### src/design/gdod_pkg.sv
package gdod_pkg;

  // Calendar range and field widths
  localparam int unsigned MAX_YEAR = 9999;
  localparam int unsigned CMD_W    = 2;
  localparam int unsigned YEAR_W   = 14;
  localparam int unsigned MON_W    = 4;
  localparam int unsigned DAY_W    = 5;
  localparam int unsigned OFF_W    = 22;
  localparam int unsigned DIFF_W   = 23;
  localparam int unsigned ST_W     = 2;

  // Commands
  localparam logic [CMD_W-1:0] CMD_ADD  = 2'd0;
  localparam logic [CMD_W-1:0] CMD_SUB  = 2'd1;
  localparam logic [CMD_W-1:0] CMD_DIFF = 2'd2;

  // Status codes
  localparam logic [ST_W-1:0] ST_OK    = 2'd0;
  localparam logic [ST_W-1:0] ST_BAD   = 2'd1;
  localparam logic [ST_W-1:0] ST_RANGE = 2'd2;

  // Month numbers used by the walkers
  localparam logic [MON_W-1:0] MON_JAN = 4'd1;
  localparam logic [MON_W-1:0] MON_FEB = 4'd2;
  localparam logic [MON_W-1:0] MON_DEC = 4'd12;

  // Day number of the last representable date, 0001-01-01 being day 0
  localparam int unsigned PRIOR_YEARS = MAX_YEAR - 1;
  localparam bit          MAX_LEAP    = ((MAX_YEAR % 4 == 0) && (MAX_YEAR % 100 != 0)) ||
                                        (MAX_YEAR % 400 == 0);
  localparam int unsigned LAST_DAY    = PRIOR_YEARS * 365 + PRIOR_YEARS / 4 -
                                        PRIOR_YEARS / 100 + PRIOR_YEARS / 400 +
                                        (MAX_LEAP ? 365 : 364);
  localparam int unsigned DN_W        = $clog2(LAST_DAY + 1);

  // Compare width for offset arithmetic and signed difference width
  localparam int unsigned CMP_W = ((DN_W > OFF_W) ? DN_W : OFF_W) + 1;
  localparam int unsigned SD_W  = (((DN_W + 1) > DIFF_W) ? (DN_W + 1) : DIFF_W) + 1;

  localparam int DIFF_MAX_I = (2 ** (DIFF_W - 1)) - 1;
  localparam int DIFF_MIN_I = -(2 ** (DIFF_W - 1));
  localparam logic signed [SD_W-1:0] DIFF_MAX_S = SD_W'(DIFF_MAX_I);
  localparam logic signed [SD_W-1:0] DIFF_MIN_S = SD_W'(DIFF_MIN_I);

  // Length of a month, zero for a month number that does not exist
  function automatic logic [DAY_W-1:0] month_len(input logic [MON_W-1:0] m, input logic leap);
    logic [DAY_W-1:0] len;
    case (m)
      4'd1, 4'd3, 4'd5, 4'd7, 4'd8, 4'd10, 4'd12: len = 5'd31;
      4'd4, 4'd6, 4'd9, 4'd11:                    len = 5'd30;
      MON_FEB:                                    len = leap ? 5'd29 : 5'd28;
      default:                                    len = 5'd0;
    endcase
    return len;
  endfunction

  // Year and month inside the supported range (day is checked later)
  function automatic logic ym_ok(input logic [YEAR_W-1:0] y, input logic [MON_W-1:0] m);
    return (y != '0) && (32'(y) <= MAX_YEAR) && (m >= MON_JAN) && (m <= MON_DEC);
  endfunction

endpackage

### src/design/gregorian_date_offset_and_difference_core.sv
// Gregorian date arithmetic core.
// Input channel (in_valid_i / in_stall_o) carries a command, a primary date,
// a day offset and a second date. Add and subtract shift the primary date by
// the offset; difference gives primary minus second date in days.
// Output channel (out_valid_o / out_stall_i) returns one transaction per input:
// shifted date, signed difference and a status (ok, invalid input, range).
// Every date is converted to a day number by walking years from year 1 and
// then months, one year or month per cycle through a single accumulator;
// add and subtract then walk the result back into year, month and day.
// One transaction is worked on at a time; in_stall_o is high from acceptance
// until the result is moved into the output register.
// A finished result waits in the output register while out_stall_i is high,
// and the next input transaction may already be accepted meanwhile.
// Reset clears the sequencer and the output valid flag; no stored state
// survives between transactions.
module gregorian_date_offset_and_difference_core
  import gdod_pkg::*;
(
  input  logic                     clk_i,
  input  logic                     rst_ni,
  input  logic                     in_valid_i,
  output logic                     in_stall_o,
  input  logic [CMD_W-1:0]         command_i,
  input  logic [YEAR_W-1:0]        year_i,
  input  logic [MON_W-1:0]         month_i,
  input  logic [DAY_W-1:0]         day_i,
  input  logic [OFF_W-1:0]         offset_days_i,
  input  logic [YEAR_W-1:0]        other_year_i,
  input  logic [MON_W-1:0]         other_month_i,
  input  logic [DAY_W-1:0]         other_day_i,
  output logic                     out_valid_o,
  input  logic                     out_stall_i,
  output logic [YEAR_W-1:0]        result_year_o,
  output logic [MON_W-1:0]         result_month_o,
  output logic [DAY_W-1:0]         result_day_o,
  output logic signed [DIFF_W-1:0] day_difference_o,
  output logic [ST_W-1:0]          status_o
);

  // Sequencer states
  localparam logic [2:0] S_IDLE = 3'd0;
  localparam logic [2:0] S_DNY  = 3'd1;  // day number: walk years
  localparam logic [2:0] S_DNM  = 3'd2;  // day number: walk months
  localparam logic [2:0] S_ADJ  = 3'd3;  // apply offset or subtract
  localparam logic [2:0] S_RY   = 3'd4;  // back to date: walk years
  localparam logic [2:0] S_RM   = 3'd5;  // back to date: walk months
  localparam logic [2:0] S_FIN  = 3'd6;  // hand result to output register

  logic [2:0]               state_q, state_d;
  logic                     second_q, second_d;
  logic                     out_valid_q, out_valid_d;

  logic [CMD_W-1:0]         cmd_q, cmd_d;
  logic [YEAR_W-1:0]        y_q, y_d, oy_q, oy_d;
  logic [MON_W-1:0]         m_q, m_d, om_q, om_d;
  logic [DAY_W-1:0]         d_q, d_d, od_q, od_d;
  logic [OFF_W-1:0]         off_q, off_d;

  logic [DN_W-1:0]          acc_q, acc_d;
  logic [DN_W-1:0]          n1_q, n1_d;
  logic [YEAR_W-1:0]        yc_q, yc_d;
  logic [MON_W-1:0]         mc_q, mc_d;
  logic [1:0]               mod4_q, mod4_d;
  logic [6:0]               mod100_q, mod100_d;
  logic [8:0]               mod400_q, mod400_d;

  logic [YEAR_W-1:0]        ry_q, ry_d;
  logic [MON_W-1:0]         rm_q, rm_d;
  logic [DAY_W-1:0]         rd_q, rd_d;
  logic signed [DIFF_W-1:0] diff_q, diff_d;
  logic [ST_W-1:0]          st_q, st_d;

  logic [YEAR_W-1:0]        ores_y_q, ores_y_d;
  logic [MON_W-1:0]         ores_m_q, ores_m_d;
  logic [DAY_W-1:0]         ores_d_q, ores_d_d;
  logic signed [DIFF_W-1:0] odiff_q, odiff_d;
  logic [ST_W-1:0]          ost_q, ost_d;

  // Walk helpers
  logic [YEAR_W-1:0]        tgt_y;
  logic [MON_W-1:0]         tgt_m;
  logic [DAY_W-1:0]         tgt_d;
  logic                     leap_c;
  logic [DN_W-1:0]          ylen_c;
  logic [DN_W-1:0]          mlen_c;
  logic [DAY_W-1:0]         tgt_mlen;
  logic [CMP_W-1:0]         room_c;
  logic signed [SD_W-1:0]   sd_c;
  logic                     in_acc;
  logic                     out_free;

  assign in_acc   = in_valid_i && !in_stall_o;
  assign out_free = !out_valid_q || !out_stall_i;

  assign tgt_y    = second_q ? oy_q : y_q;
  assign tgt_m    = second_q ? om_q : m_q;
  assign tgt_d    = second_q ? od_q : d_q;
  assign leap_c   = (mod4_q == 2'd0) && ((mod100_q != 7'd0) || (mod400_q == 9'd0));
  assign ylen_c   = DN_W'(365) + DN_W'(leap_c);
  assign mlen_c   = DN_W'(month_len(mc_q, leap_c));
  assign tgt_mlen = month_len(tgt_m, leap_c);
  assign room_c   = CMP_W'(LAST_DAY) - CMP_W'(acc_q);
  assign sd_c     = $signed(SD_W'(n1_q)) - $signed(SD_W'(acc_q));

  // Sequencer and shared accumulator
  always_comb begin
    state_d     = state_q;
    second_d    = second_q;
    out_valid_d = out_valid_q && out_stall_i;
    cmd_d       = cmd_q;
    y_d         = y_q;
    m_d         = m_q;
    d_d         = d_q;
    off_d       = off_q;
    oy_d        = oy_q;
    om_d        = om_q;
    od_d        = od_q;
    acc_d       = acc_q;
    n1_d        = n1_q;
    yc_d        = yc_q;
    mc_d        = mc_q;
    mod4_d      = mod4_q;
    mod100_d    = mod100_q;
    mod400_d    = mod400_q;
    ry_d        = ry_q;
    rm_d        = rm_q;
    rd_d        = rd_q;
    diff_d      = diff_q;
    st_d        = st_q;
    ores_y_d    = ores_y_q;
    ores_m_d    = ores_m_q;
    ores_d_d    = ores_d_q;
    odiff_d     = odiff_q;
    ost_d       = ost_q;

    case (state_q)
      S_IDLE: begin
        if (in_acc) begin
          cmd_d    = command_i;
          y_d      = year_i;
          m_d      = month_i;
          d_d      = day_i;
          off_d    = offset_days_i;
          oy_d     = other_year_i;
          om_d     = other_month_i;
          od_d     = other_day_i;
          second_d = 1'b0;
          acc_d    = '0;
          yc_d     = YEAR_W'(1);
          mod4_d   = 2'd1;
          mod100_d = 7'd1;
          mod400_d = 9'd1;
          ry_d     = '0;
          rm_d     = '0;
          rd_d     = '0;
          diff_d   = '0;
          st_d     = ST_OK;
          // reject unused command and out-of-range year or month up front
          if ((command_i != CMD_ADD && command_i != CMD_SUB && command_i != CMD_DIFF) ||
              !ym_ok(year_i, month_i) ||
              (command_i == CMD_DIFF && !ym_ok(other_year_i, other_month_i))) begin
            st_d    = ST_BAD;
            state_d = S_FIN;
          end else begin
            state_d = S_DNY;
          end
        end
      end

      S_DNY: begin
        // add one year length per cycle until the target year is reached
        if (yc_q == tgt_y) begin
          mc_d    = MON_JAN;
          state_d = S_DNM;
        end else begin
          acc_d    = acc_q + ylen_c;
          yc_d     = yc_q + YEAR_W'(1);
          mod4_d   = mod4_q + 2'd1;
          mod100_d = (mod100_q == 7'd99) ? 7'd0 : mod100_q + 7'd1;
          mod400_d = (mod400_q == 9'd399) ? 9'd0 : mod400_q + 9'd1;
        end
      end

      S_DNM: begin
        if (mc_q == tgt_m) begin
          // leap flag is now that of the target year: check the day
          if (tgt_d == '0 || tgt_d > tgt_mlen) begin
            st_d    = ST_BAD;
            state_d = S_FIN;
          end else if (cmd_q == CMD_DIFF && !second_q) begin
            n1_d     = acc_q + DN_W'(tgt_d) - DN_W'(1);
            second_d = 1'b1;
            acc_d    = '0;
            yc_d     = YEAR_W'(1);
            mod4_d   = 2'd1;
            mod100_d = 7'd1;
            mod400_d = 9'd1;
            state_d  = S_DNY;
          end else begin
            acc_d   = acc_q + DN_W'(tgt_d) - DN_W'(1);
            state_d = S_ADJ;
          end
        end else begin
          acc_d = acc_q + mlen_c;
          mc_d  = mc_q + MON_W'(1);
        end
      end

      S_ADJ: begin
        yc_d     = YEAR_W'(1);
        mod4_d   = 2'd1;
        mod100_d = 7'd1;
        mod400_d = 9'd1;
        state_d  = S_RY;
        case (cmd_q)
          CMD_DIFF: begin
            state_d = S_FIN;
            if (sd_c > DIFF_MAX_S) begin
              diff_d = DIFF_MAX_S[DIFF_W-1:0];
              st_d   = ST_RANGE;
            end else if (sd_c < DIFF_MIN_S) begin
              diff_d = DIFF_MIN_S[DIFF_W-1:0];
              st_d   = ST_RANGE;
            end else begin
              diff_d = sd_c[DIFF_W-1:0];
            end
          end
          CMD_ADD: begin
            // saturate at the last representable day
            if (CMP_W'(off_q) > room_c) begin
              acc_d = DN_W'(LAST_DAY);
              st_d  = ST_RANGE;
            end else begin
              acc_d = DN_W'(CMP_W'(acc_q) + CMP_W'(off_q));
            end
          end
          CMD_SUB: begin
            // saturate at the first day
            if (CMP_W'(off_q) > CMP_W'(acc_q)) begin
              acc_d = '0;
              st_d  = ST_RANGE;
            end else begin
              acc_d = DN_W'(CMP_W'(acc_q) - CMP_W'(off_q));
            end
          end
          default: begin
            st_d    = ST_BAD;
            state_d = S_FIN;
          end
        endcase
      end

      S_RY: begin
        // peel off whole years while the remainder covers one
        if (acc_q >= ylen_c) begin
          acc_d    = acc_q - ylen_c;
          yc_d     = yc_q + YEAR_W'(1);
          mod4_d   = mod4_q + 2'd1;
          mod100_d = (mod100_q == 7'd99) ? 7'd0 : mod100_q + 7'd1;
          mod400_d = (mod400_q == 9'd399) ? 9'd0 : mod400_q + 9'd1;
        end else begin
          mc_d    = MON_JAN;
          state_d = S_RM;
        end
      end

      S_RM: begin
        if (acc_q >= mlen_c && mc_q != MON_DEC) begin
          acc_d = acc_q - mlen_c;
          mc_d  = mc_q + MON_W'(1);
        end else begin
          ry_d    = yc_q;
          rm_d    = mc_q;
          rd_d    = DAY_W'(acc_q) + DAY_W'(1);
          state_d = S_FIN;
        end
      end

      S_FIN: begin
        // move the result into the output register once it is free
        if (out_free) begin
          ores_y_d    = ry_q;
          ores_m_d    = rm_q;
          ores_d_d    = rd_q;
          odiff_d     = diff_q;
          ost_d       = st_q;
          out_valid_d = 1'b1;
          state_d     = S_IDLE;
        end
      end

      default: begin
        state_d = S_IDLE;
      end
    endcase
  end

  // Control registers
  always_ff @(posedge clk_i or negedge rst_ni) begin
    if (!rst_ni) begin
      state_q     <= S_IDLE;
      second_q    <= 1'b0;
      out_valid_q <= 1'b0;
    end else begin
      state_q     <= state_d;
      second_q    <= second_d;
      out_valid_q <= out_valid_d;
    end
  end

  // Datapath registers
  always_ff @(posedge clk_i) begin
    cmd_q    <= cmd_d;
    y_q      <= y_d;
    m_q      <= m_d;
    d_q      <= d_d;
    off_q    <= off_d;
    oy_q     <= oy_d;
    om_q     <= om_d;
    od_q     <= od_d;
    acc_q    <= acc_d;
    n1_q     <= n1_d;
    yc_q     <= yc_d;
    mc_q     <= mc_d;
    mod4_q   <= mod4_d;
    mod100_q <= mod100_d;
    mod400_q <= mod400_d;
    ry_q     <= ry_d;
    rm_q     <= rm_d;
    rd_q     <= rd_d;
    diff_q   <= diff_d;
    st_q     <= st_d;
    ores_y_q <= ores_y_d;
    ores_m_q <= ores_m_d;
    ores_d_q <= ores_d_d;
    odiff_q  <= odiff_d;
    ost_q    <= ost_d;
  end

  assign in_stall_o       = (state_q != S_IDLE);
  assign out_valid_o      = out_valid_q;
  assign result_year_o    = ores_y_q;
  assign result_month_o   = ores_m_q;
  assign result_day_o     = ores_d_q;
  assign day_difference_o = odiff_q;
  assign status_o         = ost_q;

  // Invalid input never leaks partial date or difference values
  a_bad_zero: assert property (@(posedge clk_i) disable iff (!rst_ni)
    out_valid_o && status_o == ST_BAD |->
      result_year_o == '0 && result_month_o == '0 && result_day_o == '0 &&
      day_difference_o == '0)
    else $error("invalid-input result carries nonzero fields");

  // An accepted transaction starts the walk or goes straight to hand-off
  a_accept_start: assert property (@(posedge clk_i) disable iff (!rst_ni)
    in_valid_i && !in_stall_o |=> state_q == S_DNY || state_q == S_FIN)
    else $error("accepted transaction did not start the sequencer");

  // Month walk remainder stays inside one year
  a_rm_rem: assert property (@(posedge clk_i) disable iff (!rst_ni)
    state_q == S_RM |-> acc_q < DN_W'(366))
    else $error("year walk left more than a year");

  // Month counter stays within the calendar during month walks
  a_mon_range: assert property (@(posedge clk_i) disable iff (!rst_ni)
    state_q == S_DNM || state_q == S_RM |-> mc_q >= MON_JAN && mc_q <= MON_DEC)
    else $error("month counter out of range");

  // Hand-off to a free output register completes in the next cycle
  a_handoff: assert property (@(posedge clk_i) disable iff (!rst_ni)
    state_q == S_FIN && !(out_valid_o && out_stall_i) |=>
      out_valid_o && state_q == S_IDLE)
    else $error("result not handed to output register");

endmodule
### config.mk
export PLATFORM = sky130hd
export DESIGN_NAME = gregorian_date_offset_and_difference_core
export DESIGN_NICKNAME = d
export VERILOG_FILES = /design/src/design/gdod_pkg.sv /design/src/design/gregorian_date_offset_and_difference_core.sv
export SDC_FILE = /design/constraint.sdc
export NUM_CORES = 1
export LEC_CHECK = 0
export BUFFER_PORTS_ARGS = -buffer_cell sky130_fd_sc_hd__buf_2
export CORE_MARGIN = 4
export CORE_UTILIZATION = 42
export CTS_BUF_LIST = sky130_fd_sc_hd__clkbuf_8
export CTS_CLUSTER_DIAMETER = 120
export DETAILED_ROUTE_END_ITERATION = 7
export PLACE_DENSITY = 0.56
export SYNTH_ARGS = -nofsm -noshare
export SYNTH_HDL_FRONTEND = slang
export SYNTH_SLANG_ARGS = --single-unit
export TNS_END_PERCENT = 1
### constraint.sdc
create_clock -name clk_i -period 8.3 [get_ports clk_i]
set_clock_uncertainty 0.2 [all_clocks]
set_input_delay 0.83 -clock clk_i [delete_from_list [all_inputs] [get_ports clk_i]]
set_output_delay 0.83 -clock clk_i [all_outputs]
set_load 0.005 [all_outputs]
After elaboration in Yosys (flattened, before gate mapping) --
Cells that the tools add are included.
Cells by class: $add $sub $neg 17, order comparisons 13, equality and inequality tests 59, mux-type cells 94, bitwise operators 1, reductions and logical operators 58
Operators with widths (number):
- two-way mux 22 bit | 9
- case mux 22 bit (6 select lines) | 1
- two-way mux 14 bit | 9
- two-way mux 23 bit | 4
- case mux 14 bit (5 select lines) | 1
- two-way mux 9 bit | 7
- two-way mux 7 bit | 7
- case mux 23 bit (2 select lines) | 1
- case mux 9 bit (5 select lines) | 1
- adder 22 x 5 -> 22 bit | 2
- case mux 22 bit (2 select lines) | 1
- equality test 4 bit (second input constant) | 10
- case mux 7 bit (5 select lines) | 1
- equality test 4 x 3 -> 1 bit (second input constant) | 8
- two-way mux 2 bit | 15
- inequality test 2 bit (second input constant) | 15
- case mux 5 bit (3 select lines) | 2
- <= comparator 14 bit (second input constant) | 2
- two-way mux 4 bit | 7
- case mux 14 bit (2 select lines) | 1
- nonzero test 14 bit | 2
- two-way mux 3 bit | 8
- > comparator 22 x 23 -> 1 bit | 1
- > comparator 23 bit (second input constant) | 1
- 69 further kinds | 126
Storage, ports and cells: register bits after elaboration 251, input port bits 74, output and inout bits 50, word-level logic and storage cells 270

Longest topological paths before layout --
depth in word-level cells 10, mapped depth 23, gate-level depth less buffers 20

Least setup slack after synthesis --
No wires, ideal clock.
kind register to register, start reg state_q[0], end reg cmd_q[0] (enable), setup time 586 ps, data arrival time 5754 ps, data required time 7514 ps, slack 1760 ps, stages on the path, launching flop included 5, buffers on the path 1, clock period less this slack 6540 ps, path through dfrtp_1 -> clkinv_1 -> clkbuf_1 -> nand2_1 -> nor3_1
On the way: longest elaborated chain between the ends 4, elaborated cells between the ends (all ways) 5, those cells by class reduce/logical: 5
RTL lines:
- from (decl) | line gregorian_date_offset_and_difference_core.sv:49 | logic [2:0] state_q, state_d;
- from (signal assigned) | line gregorian_date_offset_and_difference_core.sv:305 | state_q <= state_d;
- nonzero test 3 bit | line gregorian_date_offset_and_difference_core.sv:340 | assign in_stall_o = (state_q != S_IDLE);
- logical NOT 1 bit | line gregorian_date_offset_and_difference_core.sv:92 | assign in_acc = in_valid_i && !in_stall_o;
- logical AND 1 bit | line gregorian_date_offset_and_difference_core.sv:92
- AND reduction 2 bit (no source line) (*)
- to (signal assigned) | line gregorian_date_offset_and_difference_core.sv:313 | cmd_q <= cmd_d;
- to (decl) | line gregorian_date_offset_and_difference_core.sv:53 | logic [CMD_W-1:0] cmd_q, cmd_d;
Mark *: on every way between the ends. The rest lies on a longest branch, timed or not. A chain may end at the register's enable or synchronous reset.

Worst setup path in the final report --
start reg acc_q[1], end reg acc_q[5], data pin
On the way: longest elaborated chain between the ends 6, elaborated cells between the ends (all ways) 21, those cells by class add/sub: 9; order compare: 2; mux: 10
RTL lines:
- from (decl) | line gregorian_date_offset_and_difference_core.sv:59 | logic [DN_W-1:0] acc_q, acc_d;
- from (signal assigned) | line gregorian_date_offset_and_difference_core.sv:321 | acc_q <= acc_d;
- adder 22 x 5 -> 22 bit | line gregorian_date_offset_and_difference_core.sv:200 | acc_d = acc_q + DN_W'(tgt_d) - DN_W'(1);
- subtractor 22 x 1 -> 22 bit | line gregorian_date_offset_and_difference_core.sv:200
- two-way mux 22 bit | line gregorian_date_offset_and_difference_core.sv:190 | end else if (cmd_q == CMD_DIFF && !second_q) begin
- two-way mux 22 bit | line gregorian_date_offset_and_difference_core.sv:187 | if (tgt_d == '0 || tgt_d > tgt_mlen) begin
- two-way mux 22 bit | line gregorian_date_offset_and_difference_core.sv:185 | if (mc_q == tgt_m) begin
- case mux 22 bit (6 select lines) (*) | line gregorian_date_offset_and_difference_core.sv:136 | case (state_q)
- net acc_d[5] | line gregorian_date_offset_and_difference_core.sv:59
Mark *: on every way through the listed nets, which the timed path passes. The rest lies on a longest branch. The select of a mux whose other input is x is not followed.

==> flow_summary.rst <==
.. list-table::
   :header-rows: 1

   * - Metric
     - Value
   * - Number of nets with antenna violations after routing
     - 0
   * - Num ports
     - ~120
   * - Gr ovfl total
     - 0
   * - Critical Path Start Type
     - register
   * - Via count of the first global-routing pass
     - approximately 15,000
   * - Sw Share
     - 0.220
   * - Pin count of the biggest net entering global routing
     - 72
   * - Initial Utilization
     - 0.429
   * - Total cell area at the placement stage
     - 19,900 µm²
   * - Min-delay worst type
     - in -> reg
   * - DRC
     - 0
   * - Clock network fraction of total power
     - 0.457
   * - Maximum buffer depth of the clock tree
     - 3
   * - Total power divided by cell area
     - 124 nW/µm²
   * - GRT Resource Usage Total
     - 0.232
   * - Count of flip-flops with a built-in enable after synthesis
     - ~250
   * - Setup repair after global routing missed its margin
     - no
   * - Worst EP required
     - between 8 and 9 ns
   * - Syn avg cell area
     - around 9.9 µm²
   * - Input/output buffers
     - between 100 and 150
   * - Fraction of the yosys area taken by sequential cells
     - 0.403
   * - Floorplan row count
     - 76
   * - Routed wire length
     - 56.9 mm
   * - Initial antenna violation count
     - 0
   * - #FFs+latches synth
     - approximately 250
   * - Rel. slew slack
     - 0.215
   * - Highest Clock Rate
     - 174 MHz
   * - Final weighted congestion of routability-driven global placement
     - ~0.96
   * - Worst Max-Slew Pin Slew
     - 1.18 ns
   * - Final setup violation count
     - 0
   * - Portion of total power attributed to sequential cells
     - 0.531
   * - Die width
     - ~220 µm
   * - Clock tree root buffer cell
     - sky130_fd_sc_hd__clkbuf_8
   * - 1st-pass router iterations
     - 5
   * - Worst vdd rail ir drop
     - approximately 0.1 mV
   * - Final worst-path cycle share
     - 0.694
   * - Post-route cell area
     - 20,900 µm²
   * - Area of the core
     - between 40,000 and 50,000 µm²
   * - Half-perimeter wire length of the detailed placement result
     - about 43 mm
   * - Area growth from synthesis to layout
     - 11.9%
   * - Total buffers and inverters traversed by the critical path
     - 0
   * - Critical Setup Path Class
     - reg -> reg
   * - Post-Synthesis Net Count
     - 2,166
   * - Arr. time, crit path
     - 5.89 ns
   * - Die Height
     - about 220 µm
   * - Cell Chain, Critical Path
     - ha_1 -> o211a_4 -> o31ai_1 -> a21oi_1 -> o21ai_0 -> a21boi_0 -> o21ai_0 -> a311oi_1 -> xnor2_1 -> ha_1 -> nand3_1 -> nor4_1 -> o21ai_0 -> o221ai_1 -> o211ai_2 -> nand2_1 -> nor3_1 -> a211oi_1 -> o221ai_1
   * - Number of violations reported at the end of detailed-routing iteration 0
     - 1,357
   * - Final critical path time including I/O delays and setup
     - about 5.8 ns
   * - Netlist cell types
     - 94
   * - Clk pin slew, worst setup/hold paths
     - 0.06 ns
   * - H-tree depth reported by CTS
     - 2
   * - Register Area
     - approximately 7500 µm²
   * - Filler cell count
     - just over 4,000
   * - Status
     - completed
   * - Sw Pwr
     - roughly 0.57 mW
   * - TNS Setup
     - 0 ns
   * - Delay of the slowest critical-path stage
     - 0.70 ns
   * - Cts bufs inserted
     - 47
   * - Post-synthesis cell type with the largest combined area
     - sky130_fd_sc_hd__edfxtp_1
   * - Area share of the largest cell type after synthesis
     - 0.396
   * - # Max-Cap Violations
     - 0
   * - Mapped cell area
     - between 15,000 and 20,000 µm²
   * - Ant. Diodes
     - 0
   * - Top delay family on crit path
     - compound AO/OA/AOI/OAI gates
   * - Fraction of final layout cells with drive strength greater than 1
     - 0.129
   * - Warning count from the yosys run
     - 0
   * - Number of clock sinks
     - between 200 and 300
   * - Share of power burned in combinational logic
     - 0.012
   * - Most numerous cell on the critical path
     - sky130_fd_sc_hd__o21ai_0
   * - Count of mapped cells out of synthesis
     - 1,889
   * - Crit Path Max Fanout
     - 15
   * - Average via count per standard cell
     - 5.77
   * - CTS tree
     - yes
   * - Prevailing post-synth register cell
     - sky130_fd_sc_hd__edfxtp_1
   * - Number of resized instances in the post-cts repair step
     - 0
   * - Leakage
     - ~8.3 nW
   * - Post-synthesis async set-or-reset flop share
     - 0.0199
   * - # nets final
     - approximately 2,300
   * - Die Footprint
     - ~48,000 µm²
   * - Crit path max-delay cell type
     - sky130_fd_sc_hd__edfxtp_1
   * - Skew-Pair Late Insertion Delay
     - ~0.63 ns
   * - Final hold violations
     - 0
   * - Internal Pwr Total
     - 2.02 mW
   * - Total via count after detailed routing
     - between 15,000 and 20,000
   * - First-pass GRT wire length
     - 85.9 mm
   * - Post-DR wirelength/cell
     - between 20 and 25 µm
   * - Main area contributors after synthesis
     - sky130_fd_sc_hd__edfxtp_1 (40%), sky130_fd_sc_hd__ha_1 (13%), sky130_fd_sc_hd__xnor2_1 (4.2%)
   * - Multi-input gate area in the final layout
     - ~10,000 µm²
   * - Endpoint kind of the worst setup timing path
     - register
   * - Final max-slew violation count
     - 0
## kinds of logic (layout without fill, tap and decap cells)
kind of cell,count (synthesis),after routing,share of synthesized area
compound gates,504,504,0.187
fa+ha+maj,203,203,0.140
mux,31,31,0.0188
flops,251,251,0.403
simple gates,579,579,0.152
xor+xnor,120,120,0.0564
buf+inv,201,372,0.0432
## synth_stat cells, types with 10 or more instances
master and count:
sky130_fd_sc_hd__o22ai_1 17, sky130_fd_sc_hd__nand4_1 22, sky130_fd_sc_hd__o21ai_0 86, sky130_fd_sc_hd__a21boi_0 10, sky130_fd_sc_hd__o21ai_1 17, sky130_fd_sc_hd__a221oi_1 11, sky130_fd_sc_hd__inv_1 136, sky130_fd_sc_hd__nor3_1 55
sky130_fd_sc_hd__nor2b_1 23, sky130_fd_sc_hd__nor2_1 175, sky130_fd_sc_hd__a21o_1 35, sky130_fd_sc_hd__o31ai_1 13, sky130_fd_sc_hd__nand2_1 121, sky130_fd_sc_hd__a211oi_1 22, sky130_fd_sc_hd__a21oi_1 114, sky130_fd_sc_hd__nor4_1 19
sky130_fd_sc_hd__or3_1 18, sky130_fd_sc_hd__and2_1 10, sky130_fd_sc_hd__and3_1 31, sky130_fd_sc_hd__o221ai_1 13, sky130_fd_sc_hd__a221o_1 12, sky130_fd_sc_hd__a31oi_1 19, sky130_fd_sc_hd__clkbuf_1 36, sky130_fd_sc_hd__ha_1 195
sky130_fd_sc_hd__nand2b_1 21, sky130_fd_sc_hd__mux2i_1 21, sky130_fd_sc_hd__o21bai_1 23, sky130_fd_sc_hd__edfxtp_1 246, sky130_fd_sc_hd__o211ai_1 14, sky130_fd_sc_hd__o21a_1 10, sky130_fd_sc_hd__nand3_1 47, sky130_fd_sc_hd__xnor2_1 89
sky130_fd_sc_hd__a22oi_1 12, sky130_fd_sc_hd__xor2_1 31, sky130_fd_sc_hd__buf_2 13
## path summary, 6_finish.rpt
check	startpoint	end	slack, ns	cells after the start
max	acc_q[1]$_DFFE_PP_	acc_q[5]$_DFFE_PP_	2.54	19
min	day_i[2]	d_q[2]$_DFFE_PP_	0.18	1
max reg2reg	acc_q[1]$_DFFE_PP_	acc_q[5]$_DFFE_PP_	2.54	19
min reg2reg	diff_q[1]$_SDFFCE_PN0P_	day_difference_o[1]$_DFFE_PP_	0.22	0
max in group asynchronous	rst_ni	out_valid_o$_DFF_PN0_	7.39	2
min in group asynchronous	rst_ni	state_q[1]$_DFFE_PN0P_	0.37	2
## final cells by class
type / count / share of cell area
Multi-Input combinational cell: 1437 / 0.497
Sequential cell: 251 / 0.360
Timing Repair Buffer: 149 / 0.0390
Tap cell: 585 / 0.0351
Clock buffer: 47 / 0.0310
Inverter: 139 / 0.0250
Clock inverter: 37 / 0.0125
## per-stage QoR
| stage | power, mW | instances | worst slack, ns | utilization | hold slack (ns) |
|---|---|---|---|---|---|
| 2_1_floorplan | 1.41 | 1889 | 1.76 | - | 0.200 |
| 3_3_place_gp | 1.43 | 2560 | 2.75 | 0.459 | 0.201 |
| 3_5_place_dp | 1.43 | 2560 | 2.55 | 0.459 | 0.205 |
| 4_1_cts | 2.63 | 2645 | 2.52 | 0.480 | 0.128 |
| 5_1_grt | 2.70 | 2645 | 2.11 | 0.480 | 0.147 |
| 6_report | 2.59 | 2645 | 2.54 | 0.480 | 0.178 |
## layer usage
metal  GRT usage  vias up  routed length, µm
met5           0        -                  0
met2       0.345      561              24400
met3      0.0527       81               4490
met1       0.344     7359              26900
li1            -     7263                  -
met4      0.0565        0               1090
## registers in the layout (all words and copies together) (netlist names), 22 cells and up
| name | cells |
|---|---|
| acc_q | 22 |
| diff_q | 23 |
| n1_q | 22 |
| day_difference_o | 23 |
| off_q | 22 |
## power by group through the flow
| stage | clock [mW] | sequential [mW] | combinational, mW |
|---|---|---|---|
| detailed placement | 0 | 1.40 | 0.0295 |
| global route | 1.29 | 1.38 | 0.0329 |
| floorplan | 0 | 1.40 | 0.00420 |
| finish | 1.19 | 1.38 | 0.0301 |
| CTS | 1.23 | 1.38 | 0.0300 |
| global placement | 0 | 1.40 | 0.0289 |
## worst reg2reg max path: cells and delay by family (launching register included)
kind	cells	cell delay (ns)
xor+xnor	1	0.16
compound gates	12	2.78
simple gates	4	0.94
fa+ha+maj	2	0.70
flops	1	0.70
## layout by cell type (no fill, tap or decap), types with 35 or more instances in the layout
master	Yosys	routed
sky130_fd_sc_hd__edfxtp_1	246	246
sky130_fd_sc_hd__ha_1	195	195
sky130_fd_sc_hd__nor2_1	175	174
sky130_fd_sc_hd__inv_1	136	143
sky130_fd_sc_hd__buf_2	13	123
sky130_fd_sc_hd__nand2_1	121	121
sky130_fd_sc_hd__a21oi_1	114	113
sky130_fd_sc_hd__xnor2_1	89	89
sky130_fd_sc_hd__o21ai_0	86	86
sky130_fd_sc_hd__nor3_1	55	53
sky130_fd_sc_hd__nand3_1	47	47
sky130_fd_sc_hd__clkbuf_8	0	47
sky130_fd_sc_hd__a21o_1	35	35
## repair_timing
action                                  4_1_cts  5_1_grt
hold endpoints to repair                      5        0
setup buffers                                 0        0
endpoints found under the setup margin        0        0
hold buffers                                  1        0
No activity file was read; power rests on OpenSTA's default activity.
